[src/rtl/core/cfb_pkg.sv]
// Shared types and constants of the circular FIFO buffer.
// Used by the channel interfaces and the top level; no dependencies.
`default_nettype none

package cfb_pkg;

  localparam int OP_W     = 2;
  localparam int BYTE_W   = 8;
  localparam int POS_W    = 8;
  localparam int STATUS_W = 2;
  localparam int CNT_W    = 9;
  localparam int CAP_W    = 9;
  localparam int CAP_MAX  = 511;
  localparam int CAP_RST  = 256;
  localparam int APB_AW   = 3;
  localparam int APB_DW   = 32;

  typedef enum logic [OP_W-1:0] {
    OP_ADD    = 2'd0,
    OP_REMOVE = 2'd1,
    OP_PEEK   = 2'd2
  } op_t;

  typedef enum logic [STATUS_W-1:0] {
    ST_OK      = 2'd0,
    ST_FULL    = 2'd1,
    ST_EMPTY   = 2'd2,
    ST_TOO_FAR = 2'd3
  } status_t;

  localparam logic REG_CAPACITY = 1'b0;

endpackage

`default_nettype wire

[src/rtl/core/cfb_if.sv]
// Valid/ready channel interfaces of the circular FIFO buffer: operation
// requests in, results out. Depends on cfb_pkg.
`default_nettype none

interface cfb_in_if;
  logic                        valid;
  logic                        ready;
  logic [cfb_pkg::OP_W-1:0]    operation;
  logic [cfb_pkg::BYTE_W-1:0]  data_in;
  logic [cfb_pkg::POS_W-1:0]   position;

  modport source (output valid, output operation, output data_in, output position,
                  input ready);
  modport sink   (input valid, input operation, input data_in, input position,
                  output ready);
endinterface

interface cfb_out_if;
  logic                          valid;
  logic                          ready;
  logic [cfb_pkg::STATUS_W-1:0]  status;
  logic [cfb_pkg::BYTE_W-1:0]    data_out;
  logic [cfb_pkg::CNT_W-1:0]     count;
  logic                          is_full;
  logic                          is_empty;
  logic                          overflow;

  modport source (output valid, output status, output data_out, output count,
                  output is_full, output is_empty, output overflow, input ready);
  modport sink   (input valid, input status, input data_out, input count,
                  input is_full, input is_empty, input overflow, output ready);
endinterface

`default_nettype wire

[src/rtl/core/circular_fifo_buffer_unit.sv]
// Circular FIFO buffer top level: ring control, result stage and APB register.
// Depends on cfb_pkg, cfb_in_if, cfb_out_if and cfb_ram.
//
// Usage:
//   in_ch carries one transaction per operation: add (store data_in at the
//   newest end), remove (return the oldest byte) or peek (return the byte
//   position places back from the newest). out_ch returns one transaction per
//   operation with status, data_out, count and the full, empty and sticky
//   overflow flags. The capacity register (APB, address 0) sets the ring size
//   and clears the ring; write it only while no transaction is in flight.
// Pipeline and throughput:
//   A result passes the result stage and then the output register. One
//   request per cycle is accepted while out_ch does not stall: ring pointers
//   and count update in the accept cycle, the ring memory read takes the next
//   cycle and the byte is registered with the result.
// Reset:
//   Synchronous, active low. The ring is empty, overflow is clear and the
//   capacity returns to 256 entries. Ring storage itself is not cleared.
// Stall:
//   When out_ch is not ready the result stays in the output register, one more
//   request is held in the result stage and in_ch.ready then drops.
`default_nettype none

module circular_fifo_buffer_unit #(
  parameter int DEPTH      = 256,
  parameter int DATA_WIDTH = 8
) (
  input  wire logic                        clk,
  input  wire logic                        rst_n,
  cfb_in_if.sink                           in_ch,
  cfb_out_if.source                        out_ch,
  input  wire logic                        cfg_psel,
  input  wire logic                        cfg_penable,
  input  wire logic                        cfg_pwrite,
  input  wire logic [cfb_pkg::APB_AW-1:0]  cfg_paddr,
  input  wire logic [cfb_pkg::APB_DW-1:0]  cfg_pwdata,
  output      logic [cfb_pkg::APB_DW-1:0]  cfg_prdata,
  output      logic                        cfg_pready
);

  localparam int RW = (DATA_WIDTH < cfb_pkg::BYTE_W) ? DATA_WIDTH : cfb_pkg::BYTE_W;
  localparam int RD = (DEPTH < cfb_pkg::CAP_MAX) ? DEPTH : cfb_pkg::CAP_MAX;
  localparam int AW = $clog2(RD);
  localparam int SW = cfb_pkg::CAP_W + 2;
  localparam logic [cfb_pkg::CAP_W-1:0] RD_CAP = cfb_pkg::CAP_W'(RD);

  typedef struct packed {
    cfb_pkg::status_t            status;
    logic                        use_ram;
    logic [cfb_pkg::CNT_W-1:0]   count;
    logic                        is_full;
    logic                        is_empty;
    logic                        overflow;
  } res_t;

  logic [cfb_pkg::CAP_W-1:0] capacity_r, capacity_nxt;
  logic [cfb_pkg::CAP_W-1:0] cap_eff_r, cap_eff_nxt;
  logic [AW-1:0]             wr_idx_r, wr_idx_nxt;
  logic [AW-1:0]             rd_idx_r, rd_idx_nxt;
  logic [cfb_pkg::CNT_W-1:0] count_r, count_nxt;
  logic                      ovf_r, ovf_nxt;
  logic                      s1_valid_r;
  res_t                      s1_r, s1_nxt;
  logic                      out_valid_r;
  res_t                      out_r;
  logic [cfb_pkg::BYTE_W-1:0] out_data_r;

  logic             accept, s1_move, cfg_wr;
  logic             ram_we, ram_re;
  logic [AW-1:0]    ram_raddr;
  logic [RW-1:0]    ram_rdata;
  logic [SW-1:0]    peek_diff;
  logic [cfb_pkg::CAP_W-1:0] cap_in;

  assign s1_move   = s1_valid_r & (~out_valid_r | out_ch.ready);
  assign in_ch.ready = ~s1_valid_r | s1_move;
  assign accept    = in_ch.valid & in_ch.ready;
  assign cfg_wr    = cfg_psel & cfg_penable & cfg_pwrite & cfg_pready
                     & (cfg_paddr[2] == cfb_pkg::REG_CAPACITY);
  assign cfg_pready = 1'b1;
  assign cap_in    = cfg_pwdata[cfb_pkg::CAP_W-1:0];

  always_comb begin
    cfg_prdata = '0;
    if (cfg_paddr[2] == cfb_pkg::REG_CAPACITY) begin
      cfg_prdata = cfb_pkg::APB_DW'(capacity_r);
    end
  end

  assign peek_diff = SW'(wr_idx_r) - SW'(1) - SW'(in_ch.position);

  always_comb begin
    capacity_nxt = capacity_r;
    cap_eff_nxt  = cap_eff_r;
    wr_idx_nxt   = wr_idx_r;
    rd_idx_nxt   = rd_idx_r;
    count_nxt    = count_r;
    ovf_nxt      = ovf_r;
    ram_we       = 1'b0;
    ram_re       = 1'b0;
    ram_raddr    = rd_idx_r;
    s1_nxt       = s1_r;

    if (cfg_wr) begin
      capacity_nxt = cap_in;
      if (cap_in == '0) begin
        cap_eff_nxt = cfb_pkg::CAP_W'(1);
      end else if (cap_in > RD_CAP) begin
        cap_eff_nxt = RD_CAP;
      end else begin
        cap_eff_nxt = cap_in;
      end
      wr_idx_nxt = '0;
      rd_idx_nxt = '0;
      count_nxt  = '0;
      ovf_nxt    = 1'b0;
    end else if (accept) begin
      s1_nxt.status  = cfb_pkg::ST_OK;
      s1_nxt.use_ram = 1'b0;
      unique case (cfb_pkg::op_t'(in_ch.operation))
        cfb_pkg::OP_ADD: begin
          if (count_r >= cap_eff_r) begin
            ovf_nxt       = 1'b1;
            s1_nxt.status = cfb_pkg::ST_FULL;
          end else begin
            ram_we = 1'b1;
            if ((SW'(wr_idx_r) + SW'(1)) >= SW'(cap_eff_r)) begin
              wr_idx_nxt = '0;
            end else begin
              wr_idx_nxt = wr_idx_r + AW'(1);
            end
            count_nxt = count_r + cfb_pkg::CNT_W'(1);
          end
        end
        cfb_pkg::OP_REMOVE: begin
          if (count_r == '0) begin
            s1_nxt.status = cfb_pkg::ST_EMPTY;
          end else begin
            ram_re         = 1'b1;
            ram_raddr      = rd_idx_r;
            s1_nxt.use_ram = 1'b1;
            if ((SW'(rd_idx_r) + SW'(1)) >= SW'(cap_eff_r)) begin
              rd_idx_nxt = '0;
            end else begin
              rd_idx_nxt = rd_idx_r + AW'(1);
            end
            count_nxt = count_r - cfb_pkg::CNT_W'(1);
          end
        end
        cfb_pkg::OP_PEEK: begin
          if (cfb_pkg::CNT_W'(in_ch.position) >= count_r) begin
            s1_nxt.status = cfb_pkg::ST_TOO_FAR;
          end else begin
            ram_re         = 1'b1;
            s1_nxt.use_ram = 1'b1;
            if (peek_diff[SW-1]) begin
              ram_raddr = AW'(peek_diff + SW'(cap_eff_r));
            end else begin
              ram_raddr = AW'(peek_diff);
            end
          end
        end
        default: begin
        end
      endcase
      s1_nxt.count    = count_nxt;
      s1_nxt.is_full  = (count_nxt == cap_eff_r);
      s1_nxt.is_empty = (count_nxt == '0);
      s1_nxt.overflow = ovf_nxt;
    end
  end

  always_ff @(posedge clk) begin
    if (!rst_n) begin
      capacity_r  <= cfb_pkg::CAP_W'(cfb_pkg::CAP_RST);
      cap_eff_r   <= (cfb_pkg::CAP_RST > RD) ? RD_CAP : cfb_pkg::CAP_W'(cfb_pkg::CAP_RST);
      wr_idx_r    <= '0;
      rd_idx_r    <= '0;
      count_r     <= '0;
      ovf_r       <= 1'b0;
      s1_valid_r  <= 1'b0;
      out_valid_r <= 1'b0;
    end else begin
      capacity_r <= capacity_nxt;
      cap_eff_r  <= cap_eff_nxt;
      wr_idx_r   <= wr_idx_nxt;
      rd_idx_r   <= rd_idx_nxt;
      count_r    <= count_nxt;
      ovf_r      <= ovf_nxt;
      if (accept) begin
        s1_valid_r <= 1'b1;
      end else if (s1_move) begin
        s1_valid_r <= 1'b0;
      end
      if (s1_move) begin
        out_valid_r <= 1'b1;
      end else if (out_ch.ready) begin
        out_valid_r <= 1'b0;
      end
    end
  end

  always_ff @(posedge clk) begin
    s1_r <= s1_nxt;
    if (s1_move) begin
      out_r      <= s1_r;
      out_data_r <= s1_r.use_ram ? cfb_pkg::BYTE_W'(ram_rdata) : '0;
    end
  end

  assign out_ch.valid    = out_valid_r;
  assign out_ch.status   = out_r.status;
  assign out_ch.data_out = out_data_r;
  assign out_ch.count    = out_r.count;
  assign out_ch.is_full  = out_r.is_full;
  assign out_ch.is_empty = out_r.is_empty;
  assign out_ch.overflow = out_r.overflow;

  cfb_ram #(
    .WIDTH (RW),
    .DEPTH (RD)
  ) u_ring (
    .clk   (clk),
    .we    (ram_we),
    .waddr (wr_idx_r),
    .wdata (in_ch.data_in[RW-1:0]),
    .re    (ram_re),
    .raddr (ram_raddr),
    .rdata (ram_rdata)
  );

endmodule

`default_nettype wire

[src/rtl/core/cfb_ram.sv]
// Generic single-port-write, single-port-read RAM with registered read data.
// No dependencies.
`default_nettype none

module cfb_ram #(
  parameter int WIDTH = 8,
  parameter int DEPTH = 256
) (
  input  wire logic                     clk,
  input  wire logic                     we,
  input  wire logic [$clog2(DEPTH)-1:0] waddr,
  input  wire logic [WIDTH-1:0]         wdata,
  input  wire logic                     re,
  input  wire logic [$clog2(DEPTH)-1:0] raddr,
  output      logic [WIDTH-1:0]         rdata
);

  logic [WIDTH-1:0] mem [DEPTH];

  always_ff @(posedge clk) begin
    if (we) begin
      mem[waddr] <= wdata;
    end
    if (re) begin
      rdata <= mem[raddr];
    end
  end

endmodule

`default_nettype wire
[src/flat_wrapper.sv]
// flat-port wrapper written by rule: the top's interface ports become plain ports
module circular_fifo_buffer_unit_flat 
#(
  parameter int DEPTH      = 256,
  parameter int DATA_WIDTH = 8
)
  (clk, rst_n, cfg_psel, cfg_penable, cfg_pwrite, cfg_paddr, cfg_pwdata, cfg_prdata, cfg_pready, in_ch_valid, in_ch_operation, in_ch_data_in, in_ch_position, in_ch_ready, out_ch_valid, out_ch_status, out_ch_data_out, out_ch_count, out_ch_is_full, out_ch_is_empty, out_ch_overflow, out_ch_ready);
  cfb_in_if in_ch_i ();
  cfb_out_if out_ch_i ();
  input  wire logic clk;
  input  wire logic rst_n;
  input  wire logic cfg_psel;
  input  wire logic cfg_penable;
  input  wire logic cfg_pwrite;
  input  wire logic [cfb_pkg::APB_AW-1:0] cfg_paddr;
  input  wire logic [cfb_pkg::APB_DW-1:0] cfg_pwdata;
  output      logic [cfb_pkg::APB_DW-1:0] cfg_prdata;
  output      logic cfg_pready;
  input wire logic [$bits(in_ch_i.valid)-1:0] in_ch_valid;
  input wire logic [$bits(in_ch_i.operation)-1:0] in_ch_operation;
  input wire logic [$bits(in_ch_i.data_in)-1:0] in_ch_data_in;
  input wire logic [$bits(in_ch_i.position)-1:0] in_ch_position;
  output wire logic [$bits(in_ch_i.ready)-1:0] in_ch_ready;
  output wire logic [$bits(out_ch_i.valid)-1:0] out_ch_valid;
  output wire logic [$bits(out_ch_i.status)-1:0] out_ch_status;
  output wire logic [$bits(out_ch_i.data_out)-1:0] out_ch_data_out;
  output wire logic [$bits(out_ch_i.count)-1:0] out_ch_count;
  output wire logic [$bits(out_ch_i.is_full)-1:0] out_ch_is_full;
  output wire logic [$bits(out_ch_i.is_empty)-1:0] out_ch_is_empty;
  output wire logic [$bits(out_ch_i.overflow)-1:0] out_ch_overflow;
  input wire logic [$bits(out_ch_i.ready)-1:0] out_ch_ready;
  assign in_ch_i.valid = in_ch_valid;
  assign in_ch_i.operation = in_ch_operation;
  assign in_ch_i.data_in = in_ch_data_in;
  assign in_ch_i.position = in_ch_position;
  assign in_ch_ready = in_ch_i.ready;
  assign out_ch_valid = out_ch_i.valid;
  assign out_ch_status = out_ch_i.status;
  assign out_ch_data_out = out_ch_i.data_out;
  assign out_ch_count = out_ch_i.count;
  assign out_ch_is_full = out_ch_i.is_full;
  assign out_ch_is_empty = out_ch_i.is_empty;
  assign out_ch_overflow = out_ch_i.overflow;
  assign out_ch_i.ready = out_ch_ready;
  circular_fifo_buffer_unit #(.DEPTH(DEPTH), .DATA_WIDTH(DATA_WIDTH)) u_core (.clk(clk), .rst_n(rst_n), .in_ch(in_ch_i), .out_ch(out_ch_i), .cfg_psel(cfg_psel), .cfg_penable(cfg_penable), .cfg_pwrite(cfg_pwrite), .cfg_paddr(cfg_paddr), .cfg_pwdata(cfg_pwdata), .cfg_prdata(cfg_prdata), .cfg_pready(cfg_pready));
endmodule
[config.mk]
export PLATFORM = sky130hd
export DESIGN_NAME = circular_fifo_buffer_unit_flat
export DESIGN_NICKNAME = d
export VERILOG_FILES = /design/src/rtl/core/cfb_pkg.sv /design/src/rtl/core/cfb_if.sv /design/src/rtl/core/circular_fifo_buffer_unit.sv /design/src/rtl/core/cfb_ram.sv /design/src/flat_wrapper.sv
export SDC_FILE = /design/constraint.sdc
export NUM_CORES = 2
export LEC_CHECK = 0
export BUFFER_PORTS_ARGS = -buffer_cell sky130_fd_sc_hd__buf_2
export CAP_MARGIN = 20
export CORE_MARGIN = 1
export CORE_UTILIZATION = 38
export DETAILED_ROUTE_END_ITERATION = 16
export PLACE_DENSITY = 0.67
export SLEW_MARGIN = 20
export SYNTH_ARGS = -nofsm -noshare
export SYNTH_HDL_FRONTEND = slang
export SYNTH_SLANG_ARGS = --single-unit
[constraint.sdc]
create_clock -name clk -period 4.6 [get_ports clk]
set_input_delay 0 -clock clk [delete_from_list [all_inputs] [get_ports clk]]
set_output_delay 0 -clock clk [all_outputs]
set_load 0.01 [all_outputs]
# Word level (Yosys, flattened, before mapping)
# Memories as Yosys holds them, arrays and structs flattened. A register that Yosys moved wholly into a read port is not among the register bits.
# Index checks and enable logic that the tools add are counted.
dict set report totals {
  ramBits 2048
  register_bits 83
  romBits 0
  memories 1
  latch_bits 0
}
dict set report classes {
  n_lt_le_gt_ge 5
  n_bitwise 14
  mux 36
  n_div 0
  n_reduce_logical 10
  multipliers 0
  n_addsub 9
  eq_ne 3
  shifts 0
}
# memory words width rd rd_ports_with_merged_regs write_ports line
set mem_list {}
lappend mem_list {u_core.u_ring.mem 256 8 1 1 1 cfb_ram.sv:18} ;# logic [WIDTH-1:0] mem [DEPTH];
# cell n
set ops {}
lappend ops {{9-bit 2-to-1 mux} 7}
lappend ops {{8-bit 2-to-1 mux} 7}
lappend ops {{9-bit >= comparator} 3}
lappend ops {{9-bit logical NOT} 3}
lappend ops {{8-bit by 1-bit adder with 9-bit output (second input constant)} 2}
lappend ops {{9-bit one-hot mux with 2 select lines} 1}
lappend ops {{1-bit 2-to-1 mux} 17}
lappend ops {{8-bit by 1-bit adder with 8-bit output (second input constant)} 2}
lappend ops {{11-bit by 8-bit subtractor with 11-bit output} 1}
lappend ops {{9-bit by 1-bit adder with 9-bit output (second input constant)} 1}
lappend ops {{9-bit == test} 1}
lappend ops {{8-bit by 9-bit >= comparator with 1-bit output} 1}
lappend ops {{9-bit greater-than comparator (second input constant)} 1}
lappend ops {{8-bit by 1-bit subtractor with 9-bit output (second input constant)} 1}
lappend ops {{9-bit by 1-bit subtractor with 9-bit output (second input constant)} 1}
lappend ops {{8-bit adder} 1}
lappend ops {{1-bit inverter} 7}
lappend ops {{2-bit one-hot mux with 3 select lines} 1}
lappend ops {{3-bit AND reduction} 2}
lappend ops {{1-bit bitwise AND} 5}
lappend ops {{2-bit 2-to-1 mux} 2}
lappend ops {{2-bit nonzero test} 2}
lappend ops {{2-bit by 1-bit == test with 1-bit output (second input constant)} 1}
lappend ops {{2-bit == test (second input constant)} 1}
lappend ops {{5 further kinds} 6}

# Depth between registers and ports, before layout
dict set report depth {
  ltp_word 9
  depth_mapped 24
  mapped_depth_nobuf 21
}

# Cells and area by module
# From an unflattened synthesis, not the netlist that was laid out.
dict set report unflattened {
  cells_unflattened 4366
  area_unflattened_um2 85447.0
}
# module cells_each n_inst area_per_inst_um2 seq_area_each_um2
set modules_own_cells {}
lappend modules_own_cells {cfb_ram 3733 1 79636.4 61739.2}
lappend modules_own_cells {circular_fifo_buffer_unit 633 1 5810.6 2031.9}

# Worst setup path after synthesis
# No wires, ideal clock.
dict set report synth_timing {
  kind {flip-flop to flip-flop}
  start {reg u_core.wr_idx_r[0]}
  end {reg u_core.u_ring.rdata[1], read port of u_core.u_ring.mem (data pin)}
  period_less_slack_ns 4.968
  setup_slack_ns -0.368
  path_buffers 2
  arrival_time_ns 4.707
  stages_incl_launch_ff 20
  t_required_ns 4.339
  path_cell_list {dfxtp_1 -> inv_1 -> ha_1 -> or3b_1 -> buf_2 -> xnor2_1 -> ha_1 -> or2_2 -> o221a_2 -> nor3_1 -> ha_1 -> xnor2_1 -> mux2i_2 -> o31a_1 -> buf_2 -> nor2_1 -> a22oi_1 -> nand4_1 -> or3_1 -> a311o_1}
}
dict set report synth_via {
  elab_chain_cells 8
}
# element line
set synth_lines {}
lappend synth_lines {{start: declaration} circular_fifo_buffer_unit.sv:58} ;# logic [AW-1:0] wr_idx_r, wr_idx_nxt;
lappend synth_lines {{start signal: assignment} circular_fifo_buffer_unit.sv:186} ;# wr_idx_r <= wr_idx_nxt;
lappend synth_lines {{8-bit by 1-bit subtractor with 9-bit output *} circular_fifo_buffer_unit.sv:90} ;# assign peek_diff = SW'(wr_idx_r) - SW'(1) - SW'(in_ch.position);
lappend synth_lines {{11-bit by 8-bit subtractor with 11-bit output *} circular_fifo_buffer_unit.sv:90}
lappend synth_lines {{8-bit adder} circular_fifo_buffer_unit.sv:157} ;# ram_raddr = AW'(peek_diff + SW'(cap_eff_r));
lappend synth_lines {{8-bit 2-to-1 mux *} circular_fifo_buffer_unit.sv:156} ;# if (peek_diff[SW-1]) begin
lappend synth_lines {{8-bit 2-to-1 mux *} circular_fifo_buffer_unit.sv:151} ;# if (cfb_pkg::CNT_W'(in_ch.position) >= count_r) begin
lappend synth_lines {{8-bit 2-to-1 mux *} --}
lappend synth_lines {{8-bit 2-to-1 mux *} circular_fifo_buffer_unit.sv:117} ;# end else if (accept) begin
lappend synth_lines {{8-bit 2-to-1 mux *} circular_fifo_buffer_unit.sv:104} ;# if (cfg_wr) begin
lappend synth_lines {{end: declaration} cfb_ram.sv:15} ;# output logic [WIDTH-1:0] rdata
# Every way passes the cells marked *; elsewhere a longest branch is shown, timed or not.
# A chain may end at the register's enable or synchronous reset.

# Worst setup path after layout
dict set report layout_timing {
  start {reg u_core.wr_idx_r[1]}
  end {reg u_core.u_ring.rdata[1], read port of u_core.u_ring.mem (data pin)}
}
# The elaborated chain is that of the path after synthesis.

==> impl_metrics.ini <==
[placement]
io_buffers = 67
post-place-ws_ns = -1.296
dp_hpwl_um = 166200
place_inst = 10200
gp_congestion = 0.9126
placed_area_um2 = 97730

[setup_path]
cp.arrival_ns = 5.73
cp-start-kind = flip-flop
required_ns = 5.21
timing.rr.end = u_core.u_ring.rdata[1]$_DFFE_PP_
cp_slowest_cell = or4_4
cp_max_fo = 9
path_cells = inv_2, ha_4, or3b_4, xnor2_2, ha_2, o21a_1, o31ai_2, a21boi_4, ha_4, a21oi_4, xnor2_4, mux2i_4, buf_6, buf_12, a31oi_4, buf_4, nor3_2, buf_12, buf_12, nand3_1, nand4_1, or4_4, a311o_1
cp_common_cell = buf_12
r2r_start = u_core.wr_idx_r[1]$_SDFFE_PP0P_
reg2reg_slack_ns = -0.52
critPathMaxStageDelay_ns = 0.55
r2r_cells = 23
critPathKind = flip-flop to flip-flop
critPathCaptureType = flip-flop

[floorplanning]
ios = 117
initial_core_util_pct = 38.19
rows = 176
die_w_um = 482.7
die_area_um2 = 233000
core_um2 = 229900
die_y_um = 482.7

[yosys]
ys.flop_type = edfxtp_1
async_flop_share_pct = 0
post-synth-top-count-cell = edfxtp_1
syn_inst = 6641
synthTopCellsByCount = edfxtp_1 (2093), nand2_1 (1565), nand3_1 (531)
syn_avg_cell_area_um2 = 13.22
synth.distinct_cells = 79
synth-seq-area-share_pct = 72.64
synth_top_area_share_pct = 71.59
yosysTopAreaCell = edfxtp_1
yosys_register_bits = 2139
yosys_warnings = 0
synthTopCellsByArea = edfxtp_1 (72%), nand2_1 (6.7%), nand3_1 (3.0%), a21oi_1 (2.2%), mux2i_1 (2.0%)
synth_edf_count = 2093
syn_area_um2 = 87790

[drt]
viasPerCell = 5.635
final_antenna_net_count = 0
drtIter0Drc = 8228
vias = 60360
wl_per_cell_um = 24.56
drc = 0
drtPass1Iterations = 7
routed_wl_um = 263000

[final_layout]
area_delta_synth_final_pct = 21.76
final_util_pct = 46.50
final_cells = 10710
seq_area_um2 = 63770
layout.nets = 7627
multi_input_area_um2 = 22420
design_area_um2 = 106900
drive_gt1_share_pct = 19.59
num-fill-cells = 19910

[grt]
antenna_found_initial = 9
grt_pass1_vias = 58260
grt_overflow = 0
grt_use_total_pct = 21.89
grt_max_degree = 160
grt_pass1_wl_um = 379900

[power_and_ir_drop]
p_leak_nw = 36.76
ir_worst_vdd_mv = 0.3806
power_density_nw_per_um2 = 389.4

[run_status]
failed_checks = setup timing
status = complete, but fails checks

[timing]
max_freq_ghz = 0.1952
tightest_slew_ns = 1.152
relSlewSlack_pct = 23.21
setup_viol = 8
rsz0062_at_grt = yes
finClkSkew_ns = 0.06418
slew_viol_final = 0
fin_crit_sh_pct = 111.4
final-hold-violation-count = 0
fin_crit_ns = 5.123
worst_slack_ns = -0.5227

[clock_network]
cts.sinks = 2139
clk_latency_ns = 0.87
clock_path_buffers = 3
h-tree-depth = 4
cts_buffers = 208
path_clk_slew_ns = 0.06
root_buffer = clkbuf_16
cts_tree = built

[worst_hold_path]
whs_endpoint = u_core.cap_eff_r[8]$_SDFFE_PN1P_
worstHoldPathCells = 3
min_from = rst_n
hold_path.class = input pin to flip-flop

[flow_run]
max_cap_violations = 0
==> power by group <==
group          internal, W  leakage (nW)  switching (W)
Sequential          0.0214          19.2      0.0000227
Clock              0.00967          3.32        0.00742
Combinational      0.00114          14.2        0.00194
Total               0.0322          36.8        0.00938
==> sequential cells by signal (all words and copies together) (netlist names), 2 cells and up <==
signal	count
u_core.s1_r	15
u_core.out_ch.status	2
u_core.out_ch.count	9
u_core.u_ring.mem	2048
u_core.capacity_r	9
u_core.u_ring.rdata	8
u_core.out_ch.data_out	8
u_core.wr_idx_r	8
u_core.cap_eff_r	9
u_core.rd_idx_r	8
u_core.count_r	9
==> cells in the final DEF, fill, tap and decap left out, drive strengths merged, types with 15 or more instances in the layout <==
cell type and count:
nor2 329, nand3 531, a31oi 65, dlygate4sd3 62
a311oi 17, nand2b 15, a32oi 132, clkinv 96
clkbuf 272, o221ai 31, dfxtp 46, nor2b 25
a22oi 172, nor3 43, a21o 17, nor4 29
edfxtp 2093, a21boi 24, o22ai 25, nand4 62
buf 1007, conb 24, or3 16, a21oi 384
inv 49, bufinv 21, and3 42, mux2i 179
ha 61, nand2 1566, xnor2 25, o21ai 38
==> per-layer routing <==
metal	routed length, um	global-route usage, %	part of all wire (%)
met1	101300	28.51	38
met5	62	0	0.024
met4	13570	10.64	5.2
met3	25860	4.446	9.8
met2	122300	34.93	46
==> cells by family (layout without fill, tap and decap cells) <==
| family | count (synthesis) | in the layout | synth area share [%] |
|---|---|---|---|
| xor gates and xnor gates | 32 | 32 | 0.3192 |
| other | 2 | 26 | 0.008554 |
| DFF | 2139 | 2139 | 72.64 |
| AOI/OAI and AO/OA | 1019 | 1020 | 7.830 |
| adders and majority gates | 63 | 63 | 0.9150 |
| and+or+nand+nor | 2705 | 2705 | 13.16 |
| buffers and inverters | 500 | 1519 | 3.054 |
| muxes | 181 | 181 | 2.075 |
==> worst max-delay path, delay by kind of cell, from the launching register on <==
family / cells / cell delay [ns]
AND/OR/NAND/NOR: 5 / 1.34
AO/OA/AOI/OAI: 6 / 1.25
buffers and inverters: 6 / 0.82
adder cells (fa/ha/maj): 3 / 0.71
flip-flops: 1 / 0.33
XOR/XNOR: 2 / 0.30
multiplexers: 1 / 0.09
==> through the flow <==
stage / hold WS [ns] / setup TNS [ns] / power [W]
final: 0.05317 / -3.770 / 0.04163
after floorplan: 0.09887 / 0 / 0.02322
after detailed placement: 0.2848 / -7.514 / 0.02466
after global placement: 0.2799 / -7.297 / 0.02461
after global routing: 0.05825 / -4.976 / 0.04262
after CTS: 0.002210 / -4.035 / 0.04159
==> worst max path at each step <==
stage                                    start                                to  slack (ns)  cells after the start
2_1_floorplan  u_core.wr_idx_r[1]$_SDFFE_PP0P_  u_core.u_ring.rdata[0]$_DFFE_PP_       0.006                     19
3_3_place_gp   u_core.wr_idx_r[1]$_SDFFE_PP0P_  u_core.u_ring.rdata[6]$_DFFE_PP_       -1.27                     22
3_5_place_dp   u_core.wr_idx_r[1]$_SDFFE_PP0P_  u_core.u_ring.rdata[5]$_DFFE_PP_       -1.30                     21
4_1_cts        u_core.wr_idx_r[0]$_SDFFE_PP0P_  u_core.u_ring.rdata[0]$_DFFE_PP_       -0.55                     24
5_1_grt        u_core.wr_idx_r[1]$_SDFFE_PP0P_  u_core.u_ring.rdata[5]$_DFFE_PP_       -0.63                     25
6_report       u_core.wr_idx_r[1]$_SDFFE_PP0P_  u_core.u_ring.rdata[1]$_DFFE_PP_       -0.52                     23
==> area by class of cell <==
cell class	count	area share, %
repair buffers	1087	9.275
flip-flops and latches	2139	59.66
clock buffers	256	5.128
inverters	43	0.1510
diodes	2	0.004682
well taps	3026	3.542
multi-input cells	4025	20.97
clock inverters	133	1.265
==> repair_timing <==
action                                  CTS  global route
gates resized for setup                  88           112
gates cloned                              2             9
hold buffers                             62             0
hold endpoints to repair                651             0
pin swaps                                20            42
buffers inserted                         11            35
endpoints found under the setup margin    8           184
(Power assumes the default switching activity.)
